`config.mk`:
```
export PLATFORM = sky130hd
export DESIGN_NAME = tli_div
export DESIGN_NICKNAME = d
export VERILOG_FILES = /design/src/rtl/core/assert_macros.svh /design/src/rtl/core/tli_pkg.sv /design/src/rtl/core/tli_div.sv
export SDC_FILE = /design/constraint.sdc
export NUM_CORES = 1
export LEC_CHECK = 0
export ABC_CLOCK_PERIOD_IN_PS = 3330
export BUFFER_PORTS_ARGS = -buffer_cell sky130_fd_sc_hd__buf_4
export CAP_MARGIN = 20
export CELL_PAD_IN_SITES_DETAIL_PLACEMENT = 1
export CELL_PAD_IN_SITES_GLOBAL_PLACEMENT = 1
export CORE_MARGIN = 8
export CORE_UTILIZATION = 44
export CTS_CLUSTER_DIAMETER = 200
export CTS_CLUSTER_SIZE = 8
export DETAILED_ROUTE_END_ITERATION = 10
export PLACE_DENSITY = 0.78
export SLEW_MARGIN = 20
export SYNTH_ARGS = -nofsm -noshare
export SYNTH_HDL_FRONTEND = slang
export SYNTH_SLANG_ARGS = --single-unit
export TNS_END_PERCENT = 10
```
`constraint.sdc`:
```
create_clock -name clk_i -period 3.33 [get_ports clk_i]
set_input_delay 0.666 -clock clk_i [delete_from_list [all_inputs] [get_ports clk_i]]
set_output_delay 0.666 -clock clk_i [all_outputs]
set_load 0.02 [all_outputs]
```
`src/rtl/core/assert_macros.svh`:
```
// assertion helpers shared by the rtl files
`ifndef ASSERT_MACROS_SVH
`define ASSERT_MACROS_SVH

// property must hold at every clock edge outside reset
`define TLI_ASSERT(name, clk, rstn, prop) \
  name: assert property (@(posedge clk) disable iff (!rstn) prop) \
    else $error("tli assertion failed");

// expression must never be true outside reset
`define TLI_ASSERT_NEVER(name, clk, rstn, expr) \
  name: assert property (@(posedge clk) disable iff (!rstn) !(expr)) \
    else $error("tli forbidden condition seen");

`endif

```
`src/rtl/core/tli_pkg.sv`:
```
package tli_pkg;

  // port and register widths
  localparam int unsigned RADIUS_W  = 31;
  localparam int unsigned REG_W     = 32;
  localparam int unsigned NUM_REGS  = 6;
  localparam int unsigned REG_IDX_W = 3;
  localparam int unsigned PADDR_W   = 5;

  // datapath widths
  localparam int unsigned MUL_W    = 64;
  localparam int unsigned MUL_HALF = 32;
  localparam int unsigned PROD_W   = 128;
  localparam int unsigned SACC_W   = 130;
  localparam int unsigned LIM_W    = 62;
  localparam int unsigned DEN_W    = 62;

  // register map
  localparam logic [REG_IDX_W-1:0] REG_PLANE_OFFSET = 3'd0;
  localparam logic [REG_IDX_W-1:0] REG_NORMAL_X     = 3'd1;
  localparam logic [REG_IDX_W-1:0] REG_NORMAL_Y     = 3'd2;
  localparam logic [REG_IDX_W-1:0] REG_NORMAL_Z     = 3'd3;
  localparam logic [REG_IDX_W-1:0] REG_REF_X        = 3'd4;
  localparam logic [REG_IDX_W-1:0] REG_REF_Y        = 3'd5;

  // one queued item
  typedef struct packed {
    logic [RADIUS_W-1:0] radius;
    logic                first;
  } tli_item_t;

  // status of an iterative unit
  typedef struct packed {
    logic busy;
    logic done;
  } tli_unit_st_t;

endpackage

```
`src/rtl/core/tli_div.sv`:
```
module tli_div import tli_pkg::*; #(
  parameter int unsigned WORD_BITS = 32
) (
  input  logic                 clk_i,
  input  logic                 rst_ni,
  input  logic                 start_i,
  input  logic [PROD_W-1:0]    num_i,
  input  logic [DEN_W-1:0]     den_i,
  output tli_unit_st_t         st_o,
  output logic                 ovf_o,
  output logic [WORD_BITS-1:0] quo_o
);

  localparam int unsigned CNT_W = $clog2(WORD_BITS);

  logic [PROD_W-1:0]    num_hi;
  logic                 start_ovf;
  logic [DEN_W-1:0]     den_q, rem_q;
  logic [DEN_W:0]       rem_sh;
  logic [WORD_BITS-1:0] lo_q, quo_q;
  logic [CNT_W-1:0]     cnt_q;
  logic                 busy_q, done_q, ovf_q, ge;

  // quotient reaches 2^WORD_BITS exactly when the upper part is not below the divisor
  assign num_hi    = num_i >> WORD_BITS;
  assign start_ovf = (num_hi >= PROD_W'(den_i));

  // one quotient bit per cycle
  assign rem_sh = {rem_q, lo_q[WORD_BITS-1]};
  assign ge     = (rem_sh >= {1'b0, den_q});

  // fixed run length so that both dividers finish together
  always_ff @(posedge clk_i or negedge rst_ni) begin
    if (!rst_ni) begin
      busy_q <= 1'b0;
      done_q <= 1'b0;
      cnt_q  <= '0;
    end else begin
      done_q <= 1'b0;
      if (start_i) begin
        cnt_q  <= '0;
        busy_q <= 1'b1;
      end else if (busy_q) begin
        cnt_q <= cnt_q + CNT_W'(1);
        if (cnt_q == CNT_W'(WORD_BITS - 1)) begin
          busy_q <= 1'b0;
          done_q <= 1'b1;
        end
      end
    end
  end

  always_ff @(posedge clk_i) begin
    if (start_i) begin
      ovf_q <= start_ovf;
      den_q <= den_i;
      rem_q <= num_hi[DEN_W-1:0];
      lo_q  <= num_i[WORD_BITS-1:0];
      quo_q <= '0;
    end else if (busy_q) begin
      rem_q <= ge ? DEN_W'(rem_sh - {1'b0, den_q}) : rem_sh[DEN_W-1:0];
      lo_q  <= {lo_q[WORD_BITS-2:0], 1'b0};
      quo_q <= {quo_q[WORD_BITS-2:0], ge};
    end
  end

  assign st_o.busy = busy_q;
  assign st_o.done = done_q;
  assign ovf_o     = ovf_q;
  assign quo_o     = quo_q;

endmodule

```
# Word-level counts from Yosys, hierarchy flattened
# Cells that the tools add are included.
dict set report word_totals {
  elab_cells 27
  input_bits 193
  out_inout_bits 35
  regBits 196
}
dict set report classes {
  eq_ne 1
  magnitude_cmp 2
  n_addsub 2
  muxes 13
  reduce_logical 1
}
# operator n
set op_table {}
lappend op_table {{62-bit 2-to-1 mux} 3}
lappend op_table {{96-bit by 62-bit greater-or-equal comparator with 1-bit output} 1}
lappend op_table {{32-bit 2-to-1 mux} 2}
lappend op_table {{63-bit by 62-bit greater-or-equal comparator with 1-bit output} 1}
lappend op_table {{62-bit subtractor} 1}
lappend op_table {{5-bit 2-to-1 mux} 2}
lappend op_table {{1-bit 2-to-1 mux} 6}
lappend op_table {{5-bit by 1-bit adder with 5-bit output (second input constant)} 1}
lappend op_table {{5-bit equality test (second input constant)} 1}
lappend op_table {{2-bit nonzero test} 1}

# Longest topological paths before layout
# Gate-level depths: netlist (run 1).
dict set report logic_depth {
  word_depth 4
  depth_mapped 16
  mapped_depth_nobuf 13
}

# Worst setup path before layout (run 1)
# OpenSTA, ideal clock, no wires.
dict set report synth_path {
  kind {register to register}
  startpoint {register rem_q[8]}
  endpoint {register rem_q[54] (data pin)}
  path_stages_with_launch 13
  period_less_slack_ns 3.065
  setup_ns 0.261
  t_required_ns 3.069
  t_arrival_ns 2.803
  path_slack_ns 0.265
  path_cell_list {edfxtp_1 ha_1 buf_6 a221o_1 a311o_1 a211oi_2 a31oi_1 a21o_1 a21oi_2 o21bai_1 a2111oi_0 or4_1 o21ai_1}
}
dict set report synth_between {
  elab_chain_cells 4
  elab_cells_between_ends 5
  cone_classes {add/sub (1); order compare (1); mux (3)}
}
# item line_no
set synth_lines {}
lappend synth_lines {{start: declaration} tli_div.sv:18} ;# logic [DEN_W-1:0] den_q, rem_q;
lappend synth_lines {{start signal: assignment} tli_div.sv:57} ;# rem_q <= num_hi[DEN_W-1:0];
lappend synth_lines {{start signal: assignment} tli_div.sv:61} ;# rem_q <= ge ? DEN_W'(rem_sh - {1'b0, den_q}) : rem_sh[DEN_W-1:0];
lappend synth_lines {{62-bit subtractor / 63-bit by 62-bit greater-or-equal comparator with 1-bit output (equally long branches)} {tli_div.sv:61, tli_div.sv:30}}
lappend synth_lines {{62-bit 2-to-1 mux *} tli_div.sv:61}
lappend synth_lines {{62-bit 2-to-1 mux *} tli_div.sv:60} ;# end else if (busy_q) begin
lappend synth_lines {{62-bit 2-to-1 mux *} tli_div.sv:54} ;# if (start_i) begin
# Every way passes the cells marked *; elsewhere a longest branch is shown, timed or not. The select of a mux whose other input is x is not followed.
# A chain may end at the register's enable or synchronous reset.

# Worst setup path after layout (run 1)
dict set report layout_path {
  startpoint {register den_q[9]}
  endpoint {register rem_q[56] (data pin)}
}
dict set report layout_between {
  elab_chain_cells 4
  elab_cells_between_ends 5
  cone_classes {add/sub (1); order compare (1); mux (3)}
}
# item line_no
set layout_lines {}
lappend layout_lines {{start: declaration} tli_div.sv:18}
lappend layout_lines {{start signal: assignment} tli_div.sv:56} ;# den_q <= den_i;
lappend layout_lines {{62-bit subtractor / 63-bit by 62-bit greater-or-equal comparator with 1-bit output (equally long branches)} {tli_div.sv:61, tli_div.sv:30}}
lappend layout_lines {{62-bit 2-to-1 mux *} tli_div.sv:61}
lappend layout_lines {{62-bit 2-to-1 mux *} tli_div.sv:60}
lappend layout_lines {{62-bit 2-to-1 mux *} tli_div.sv:54}
# Marked as above.

==> results of run 1 <==
==> placed cells by master, fill, tap and decap left out, types with 22 or more instances in the layout <==
cell type,count
sky130_fd_sc_hd__buf_4,321
sky130_fd_sc_hd__dfxtp_1,32
sky130_fd_sc_hd__a21o_1,54
sky130_fd_sc_hd__nor2b_1,25
sky130_fd_sc_hd__nand4_1,36
sky130_fd_sc_hd__a21oi_1,81
sky130_fd_sc_hd__mux2_2,33
sky130_fd_sc_hd__ha_1,117
sky130_fd_sc_hd__edfxtp_1,157
sky130_fd_sc_hd__nor3_1,22
sky130_fd_sc_hd__inv_1,143
sky130_fd_sc_hd__mux2i_1,40
sky130_fd_sc_hd__xor2_1,28
sky130_fd_sc_hd__o21ai_0,49
sky130_fd_sc_hd__nor2_1,91
sky130_fd_sc_hd__nand3b_1,40
sky130_fd_sc_hd__xnor2_1,30
sky130_fd_sc_hd__nand2_1,108
==> logic make-up (layout without fill, tap and decap cells) <==
family / Yosys count / in the layout / synth area share
XOR/XNOR: 58 / 58 / 0.0374
flip-flops: 196 / 196 / 0.407
AO/OA/AOI/OAI: 341 / 341 / 0.174
other: 0 / 1 / 0
AND/OR/NAND/NOR: 382 / 382 / 0.142
buffers and inverters: 217 / 505 / 0.0641
adder cells (fa/ha/maj): 127 / 127 / 0.118
multiplexers: 73 / 73 / 0.0569
==> synthesized netlist by cell type, types with 5 or more instances <==
cell / n / area (um^2)
sky130_fd_sc_hd__a211oi_1: 5 / 37.5
sky130_fd_sc_hd__a21o_1: 54 / 405
sky130_fd_sc_hd__a21oi_1: 85 / 425
sky130_fd_sc_hd__a221o_1: 9 / 90.1
sky130_fd_sc_hd__a22oi_1: 7 / 52.6
sky130_fd_sc_hd__a31oi_1: 8 / 50.1
sky130_fd_sc_hd__buf_1: 8 / 30.0
sky130_fd_sc_hd__buf_2: 14 / 70.1
sky130_fd_sc_hd__clkbuf_1: 42 / 158
sky130_fd_sc_hd__dfrtp_1: 7 / 175
sky130_fd_sc_hd__dfxtp_1: 32 / 641
sky130_fd_sc_hd__edfxtp_1: 157 / 4710
sky130_fd_sc_hd__ha_1: 126 / 1580
sky130_fd_sc_hd__inv_1: 144 / 541
sky130_fd_sc_hd__mux2_2: 33 / 372
sky130_fd_sc_hd__mux2i_1: 40 / 400
sky130_fd_sc_hd__nand2_1: 108 / 405
sky130_fd_sc_hd__nand2b_1: 7 / 43.8
sky130_fd_sc_hd__nand3_1: 15 / 75.1
sky130_fd_sc_hd__nand3b_1: 40 / 300
sky130_fd_sc_hd__nand4_1: 36 / 225
sky130_fd_sc_hd__nor2_1: 92 / 345
sky130_fd_sc_hd__nor2b_1: 25 / 156
sky130_fd_sc_hd__nor3_1: 22 / 110
sky130_fd_sc_hd__nor4_1: 11 / 68.8
sky130_fd_sc_hd__o211ai_1: 9 / 67.6
sky130_fd_sc_hd__o21a_1: 5 / 37.5
sky130_fd_sc_hd__o21ai_0: 55 / 275
sky130_fd_sc_hd__o21ai_1: 5 / 25.0
sky130_fd_sc_hd__o21bai_1: 14 / 105
sky130_fd_sc_hd__o311ai_0: 31 / 272
sky130_fd_sc_hd__o311ai_1: 8 / 70.1
sky130_fd_sc_hd__xnor2_1: 30 / 263
sky130_fd_sc_hd__xor2_1: 28 / 245
==> stage by stage <==
step / utilization / power, uW
3_5_place_dp: 0.533 / 10600
6_report: 0.558 / 13000
3_3_place_gp: 0.533 / 10400
4_1_cts: 0.553 / 12800
2_1_floorplan: - / 8050
5_1_grt: 0.558 / 13800
==> worst paths after layout <==
kind | slack [ns] | depth (start not counted) | start | endpoint
min in group asynchronous | 0.56 | 2 | rst_ni | cnt_q[2]
max reg2reg | 0.06 | 13 | den_q[9] | rem_q[56]
max | 0.06 | 13 | den_q[9] | rem_q[56]
min reg2reg | 0.51 | 2 | quo_o[31] | quo_o[31]
min | 0.38 | 1 | den_i[56] | den_q[56]
max in group asynchronous | 2.63 | 2 | rst_ni | busy_q
==> area by class of cell <==
type / instances / area [um^2]
Antenna cell: 1 / 2.50
Clock buffer: 19 / 433
Clock inverter: 13 / 135
Fill cell: 3453 / 13500
Inverter: 144 / 541
Multi-Input combinational cell: 981 / 7320
Sequential cell: 196 / 5530
Tap cell: 396 / 495
Timing Repair Buffer: 329 / 2550
==> power by group through the flow <==
stage	logic, uW	clock network (uW)	registers [uW]
6_report	7310	2080	3610
5_1_grt	7980	2190	3660
4_1_cts	7080	2130	3590
3_5_place_dp	6960	0	3620
3_3_place_gp	6770	0	3600
2_1_floorplan	4520	0	3530
==> flip-flops by register name (all words and copies together) (netlist names) <==
register  count
den_q        62
rem_q        62
lo_q         32
quo_o        32
cnt_q         5
busy_q        1
done_q        1
ovf_o         1
==> worst max-delay path, delay by kind of cell (launching register included) <==
kind | cells | cell delay (ns)
flops | 1 | 0.37
simple gates | 1 | 0.08
compound gates | 8 | 1.96
buf+inv | 2 | 0.26
xor+xnor | 1 | 0.16
fa+ha+maj | 1 | 0.21
==> layer usage <==
metal,part of all wire,track usage,routed length [um],up-vias
li1,-,-,-,5658
met1,0.43,0.279,18200,5743
met4,0.019,0.0610,819,0
met2,0.52,0.403,21700,194
met3,0.032,0.0401,1350,50
met5,0,0,0,-
==> timing repair <==
| item | 4_1_cts | 5_1_grt |
|---|---|---|
| pin swaps | 3 | 8 |
| setup endpoints to repair | 5 | 57 |
| setup buffers | 0 | 4 |
| hold buffers | 1 | 0 |
| gates resized for setup | 4 | 39 |
| hold endpoints to repair | 7 | 0 |
==> run summary, run 1 <==
The run finished with clean final reports. The tools report the worst hold margin as 0.383 ns. The part of the total power dissipated in the clock network was 0.160. The die is 192 um tall. Detailed placement ended at an HPWL of 33100 um.

Final hold violation count: 0. The first global-routing pass estimated 66400 um of wire. The tools report the area enclosed by the die boundary as 36700 um^2. The run gives 12600 as the via count of the first global-routing pass.

After the flow finishes, the layout carries non-filler instances totaling 2079. The number of nets in the layout came out at 1989. The element type at the critical path start is a register. The fraction of power spent switching nets was 0.417. Timing would allow up to 306 MHz. After detailed placement, the total cell area comes to 16300 um^2. Synthesis produced a netlist whose cell count is 1394. Slowest cell on the critical path: sky130_fd_sc_hd__edfxtp_1. For the worst-skew pair, the clock arrives at the later sink with an insertion delay of 0.47 ns. The clock skew was 0.0167 ns.

Register area share after synthesis: 0.407. The smallest clock period supported by the final layout is computed as 3.27 ns. STA classifies the critical path endpoint as a register.

The sum of overflow across all layers after global routing is 0, and the internal cell power is 7580 uW. The tools report the core area as 30500 um^2. The run gives 196 as the clock sink count. Routability-driven placement finished with a final weighted congestion of 0.863.

The floorplan step set the die width to 192 um. On the worst path, the slowest cell contributes a delay of 0.37 ns. The logs give 0 for the number of max-slew violations in the final report and 17 for the number of buffers inserted during clock tree synthesis. The part of the cycle the worst path needs is 0.981. The worst path arrival time came out at 3.48 ns. The via-per-instance ratio is 5.60, and the number of maximum-capacitance constraint violations is 0. The slew at the pin with the worst max-slew slack is 0.666 ns, and the critical path data required time is 3.55 ns. Among the stages of the critical path, the cell type that occurs most often is sky130_fd_sc_hd__a221o_1.

The H-tree was split into 4 levels. For the power share of the sequential group, the log shows 0.278. The net load switching power was 5420 uW; the worst slew margin relative to its limit was 0.556. The summed negative setup slack over all endpoints was 0 ns; the ratio of total power to cell area was 764 nW/um^2. In the routed design, unresolved DRC markers number 0.

The most common flop cell mapped by yosys is sky130_fd_sc_hd__edfxtp_1. The number of antenna violations at the first check in global routing is 0. The logs give 0 for the count of warnings emitted by yosys and 0.457 mV for the peak supply drop. The min-delay analysis places its worst path in the category primary input to register.

The tree is rooted in a sky130_fd_sc_hd__clkbuf_16. The logs give 2041 for the cell total after placement and 2 for the maximum number of buffers from clock root to sink. With fillers left out, the area of the finished cells amounts to 17000 um^2. After clock tree synthesis, the clock-pin slew on the worst setup and hold paths is 0.09 ns. 228 I/O pins were placed. The logs give 641 for the number of DRC markers after the initial detailed-route iteration and 42200 um for the wire length reported by the detailed router. The tools report the number of endpoints failing setup at the final stage as 0. Counting every net in the synthesized netlist gives 1714. The total routing resource utilization after global routing is 0.227, and the count of standard-cell rows is 64. The tools report the part of the total power dissipated in combinational logic as 0.562. The cell area that synthesis handed to floorplanning was 13600 um^2. The ratio of cells with drive above 1 in the final layout works out to 0.257.

The post-placement setup slack came out at -0.129 ns. The initial standard-cell utilization of the core is 0.445. Walking the worst path, the cells encountered are inv_1 > ha_4 > buf_4 > a221o_1 > a311o_1 > a211oi_2 > a31oi_1 > a21o_1 > o21ba_1 > o22ai_2 > xor2_1 > nor3_1 > a221o_1. The count of buffers added on input and output ports is 227.

Entering global routing, the biggest net connects 85 pins. Along the worst path, the maximum fanout reaches 7. Setup repair after global routing could not meet its margin everywhere. Detailed-routing iteration count for the pre-antenna-repair pass: 5.

TritonCTS built the clock tree. Each instance of the synthesized netlist takes up on average 9.74 um^2. The run gives 79 as the count of cell types in the netlist. Kind of critical path: register to register. The synthesis-stage register bit count was 196; the smallest setup slack after layout was 0.0637 ns.

The number of nets with antenna violations after routing was 0; the number of vias in the routed layout was 11600. Compared with the post-synthesis result, the final layout area differs by 25.4%. The number of enable-type register cells in the synthesized netlist is 157, and the average routed wire per standard cell is 20.3 um.

For the leakage power total, the log shows 0.00789 uW. The fraction of registers with async set/reset is 0.0357.
Note: power is estimated with default switching activity, not from simulation.
==> run 2, diff against run 1 <==
--- a/config.mk
+++ b/config.mk
@@ -5,17 +5,19 @@
 export SDC_FILE = /design/constraint.sdc
 export NUM_CORES = 1
 export LEC_CHECK = 0
-export ABC_CLOCK_PERIOD_IN_PS = 3330
+export ABC_CLOCK_PERIOD_IN_PS = 3800
 export BUFFER_PORTS_ARGS = -buffer_cell sky130_fd_sc_hd__buf_4
 export CAP_MARGIN = 20
 export CELL_PAD_IN_SITES_DETAIL_PLACEMENT = 1
 export CELL_PAD_IN_SITES_GLOBAL_PLACEMENT = 1
 export CORE_MARGIN = 8
-export CORE_UTILIZATION = 44
+export CORE_UTILIZATION = 48
 export CTS_CLUSTER_DIAMETER = 200
 export CTS_CLUSTER_SIZE = 8
 export DETAILED_ROUTE_END_ITERATION = 10
-export PLACE_DENSITY = 0.78
+export GPL_ROUTABILITY_DRIVEN = 0
+export HOLD_SLACK_MARGIN = 0.08
+export PLACE_DENSITY = 0.84
 export SLEW_MARGIN = 20
 export SYNTH_ARGS = -nofsm -noshare
 export SYNTH_HDL_FRONTEND = slang
==> constraint.sdc (replaced) <==
create_clock -name clk_i -period 3.8 [get_ports clk_i]
set_input_delay 0.76 -clock clk_i [delete_from_list [all_inputs] [get_ports clk_i]]
set_output_delay 0.76 -clock clk_i [all_outputs]
set_load 0.02 [all_outputs]
==> run summary, run 2 (synthesis results as in run 1) <==
The run finished with clean final reports. The count of buffer and inverter cells on the critical path is 1 (-1), and the wire length of the first global-routing pass is 65200 um (-1.8%). Setup repair after global routing could not meet its margin everywhere. For the number of nets in the layout, the log shows 1914 (-3.8%). The kind of cell with the highest combined delay on the critical path was compound AO/OA/AOI/OAI gates. The initial standard-cell utilization of the core is 0.489 (+0.0437).

The minimum period implied by the final worst setup slack is 3.58 ns (+0.311 ns), and the total routing resource utilization after global routing is 0.242 (+0.0151). The worst hold endpoint was den_q[52]. The worst slew margin relative to its limit is 0.567 (+0.0117). The placed standard-cell area was 15700 um^2 (-3.7%); the ratio of cells with drive above 1 in the final layout was 0.211 (-0.0465). The logs give 0 (unchanged) for the sum of overflow across all layers after global routing and 27800 um^2 (-8.9%) for the core area. The number of DRC markers after the initial detailed-route iteration came out at 690 (+7.6%). The top cell types in the final layout, fill and taps aside, are sky130_fd_sc_hd__buf_4, sky130_fd_sc_hd__edfxtp_1, sky130_fd_sc_hd__inv_1. Area of combinational cells with multiple inputs: 7180 um^2 (-1.9%).

Leaving out fill and tap cells, the most frequent cell in the layout is sky130_fd_sc_hd__buf_4. The tools report the startpoint of the lowest-slack register-to-register path as rem_q[41]. The run gives 0 ns (unchanged) as the summed negative setup slack over all endpoints. The number of antenna violations at the first check in global routing came out at 1 (+1). The kind of critical path is register to register. The logs give 0 (unchanged) for the number of endpoints failing setup at the final stage and 16300 um^2 (-4.3%) for the design area.

Sort of element at the end of the critical path: a register. The largest registers in the layout are den_q: 62 flops, rem_q: 62 flops. Wire length reported by the detailed router: 40800 um (-3.2%). For the detailed-routing iteration count for the pre-antenna-repair pass, the log shows 5 (unchanged).

For the number of vias in the routed layout, the log shows 11500 (-1.6%). The peak supply drop is 0.426 mV (-6.8%). The highest achievable clock rate is 280 MHz (-8.7%). The average routed wire per standard cell came out at 20.5 um (+1.3%). TritonCTS built the clock tree. The slowest stage of the critical path is the sky130_fd_sc_hd__edfxtp_1 cell. The part of the cycle the worst path needs was 0.941 (-0.0395). The die span in y came out at 184 um (-3.9%). The tools report the number of filler instances in the final layout as 3192 (-7.6%).

The area enclosed by the die boundary was 33900 um^2 (-7.6%). The ratio of total power to cell area was 650 nW/um^2 (-15%). The tools report the worst path arrival time as 3.80 ns (+0.32 ns).

The worst-path maximum fanout was 32 (+25); the count of standard-cell rows was 61 (-4.7%). The run gives 2 (unchanged) as the maximum number of buffers from clock root to sink. The tools report the number of max-slew violations in the final report as 0 (unchanged). The number of nets with antenna violations after routing was 0 (unchanged). The worst hold path stage count was 1 (unchanged).

The number of buffer cells added on primary ports is 227 (unchanged). The number of cell instances on the worst register-to-register path works out to 12 (-1). The worst setup path is launched from a register.

The critical path goes through ha_1 > a21oi_1 > o21ai_0 > a32oi_1 > o311a_1 > o211ai_1 > nor3_2 > a21oi_2 > a211oi_4 > buf_4 > nor3_1 > a221o_1. The tools report the cell at the root of the clock tree as sky130_fd_sc_hd__clkbuf_16. The final hold violation count is 0 (unchanged), and the post-CTS repair timing setup buffer count is 0 (unchanged).

The pin count of the biggest net entering global routing was 84 (-1.2%); the insertion delay of the later-clocked pin in the worst-skew pair was 0.47 ns (about the same). The tools report the number of maximum-capacitance constraint violations as 0 (unchanged). The run gives 228 (unchanged) as the I/O pin count. The via-per-instance ratio came out at 5.77 (+3.0%). The leakage power total is 0.00752 uW (-4.7%), and the overall power of the completed layout is 10600 uW (-19%). The via count of the first global-routing pass was 12500 (-0.58%).

The run gives 0.22 ns (+0.16 ns) as the minimum setup slack among reg-to-reg paths. The maximum level of the CTS H-tree is 4 (unchanged), and the critical path data required time is 4.02 ns (+0.47 ns). The residual DRC count is 0 (unchanged), and the clock sink count is 196 (unchanged).

Source of the worst hold timing path: den_i[52]. The number of buffers inserted during clock tree synthesis came out at 17 (unchanged). The area growth from synthesis to layout came out at 20.0%. For the storage element area, the log shows 5530 um^2 (unchanged). The maximum single-stage delay on the critical path was 0.41 ns (+0.04 ns). The clock transition at the registers of the reported paths is 0.09 ns (about the same), and the worst hold margin is 0.470 ns (+0.0871 ns). The slew at the pin with the worst max-slew slack works out to 0.649 ns (-0.0176 ns). The die width works out to 184 um (-3.9%).

For the clock skew, the log shows 0.0171 ns (+0.000364 ns). The worst register-to-register path ends at rem_q[47]. The worst hold path belongs to the class primary input to register. The tools report the half-perimeter wire length after detailed placement as 31700 um (-4.4%).
run 2: cell types whose count changed in the layout (fill, tap and decap cells not counted), sizes merged:
cell / change
inv: -1
clkinv: +2
clkbuf: -1
diode: +1
buf: -75
run 2: worst max-delay path by stage:
stage,from,to,slack [ns],depth (start not counted)
3_3_place_gp,rem_q[5],rem_q[53],0.41,12
2_1_floorplan,start_i,lo_q[0],0.64,4
6_report,rem_q[41],rem_q[47],0.22,12
5_1_grt,rem_q[41],rem_q[0],-0.02,12
3_5_place_dp,num_i[49],ovf_o,0.22,12
4_1_cts,rem_q[3],rem_q[19],0.20,12
run 2: report_power, final:
part	total [uW]	switching, uW	internal [uW]
Combinational	5550	3310	2240
Sequential	3150	258	2890
Clock	1890	973	915
run 2: timing repair:
action	in CTS	in global routing
gates resized for setup	0	3
hold buffers	1	0
setup endpoints to repair	0	5
hold endpoints to repair	7	0
run 2: metrics by stage:
| step | instances | worst slack (ns) | utilization |
|---|---|---|---|
| 4_1_cts | 1985 | 0.199 | 0.586 |
| 3_3_place_gp | 1952 | 0.414 | 0.564 |
| 2_1_floorplan | 1394 | 0.641 | - |
| 5_1_grt | 1986 | -0.0249 | 0.586 |
| 6_report | 1987 | 0.223 | 0.586 |
| 3_5_place_dp | 1952 | 0.216 | 0.564 |
run 2: cell type report:
type | count | share of cell area
Tap cell | 378 | 0.0290
Timing Repair Buffer | 254 | 0.119
Antenna cell | 2 | 0.000307
Sequential cell | 196 | 0.340
Clock buffer | 18 | 0.0270
Multi-Input combinational cell | 981 | 0.441
Clock inverter | 14 | 0.0108
Inverter | 144 | 0.0332
run 2: layer usage:
| metal | vias up | track usage | part of all wire |
|---|---|---|---|
| li1 | 5503 | - | - |
| met1 | 5659 | 0.290 | 0.42 |
| met2 | 227 | 0.430 | 0.51 |
| met3 | 71 | 0.0408 | 0.033 |
| met4 | 0 | 0.0878 | 0.028 |
| met5 | - | 0 | 0 |
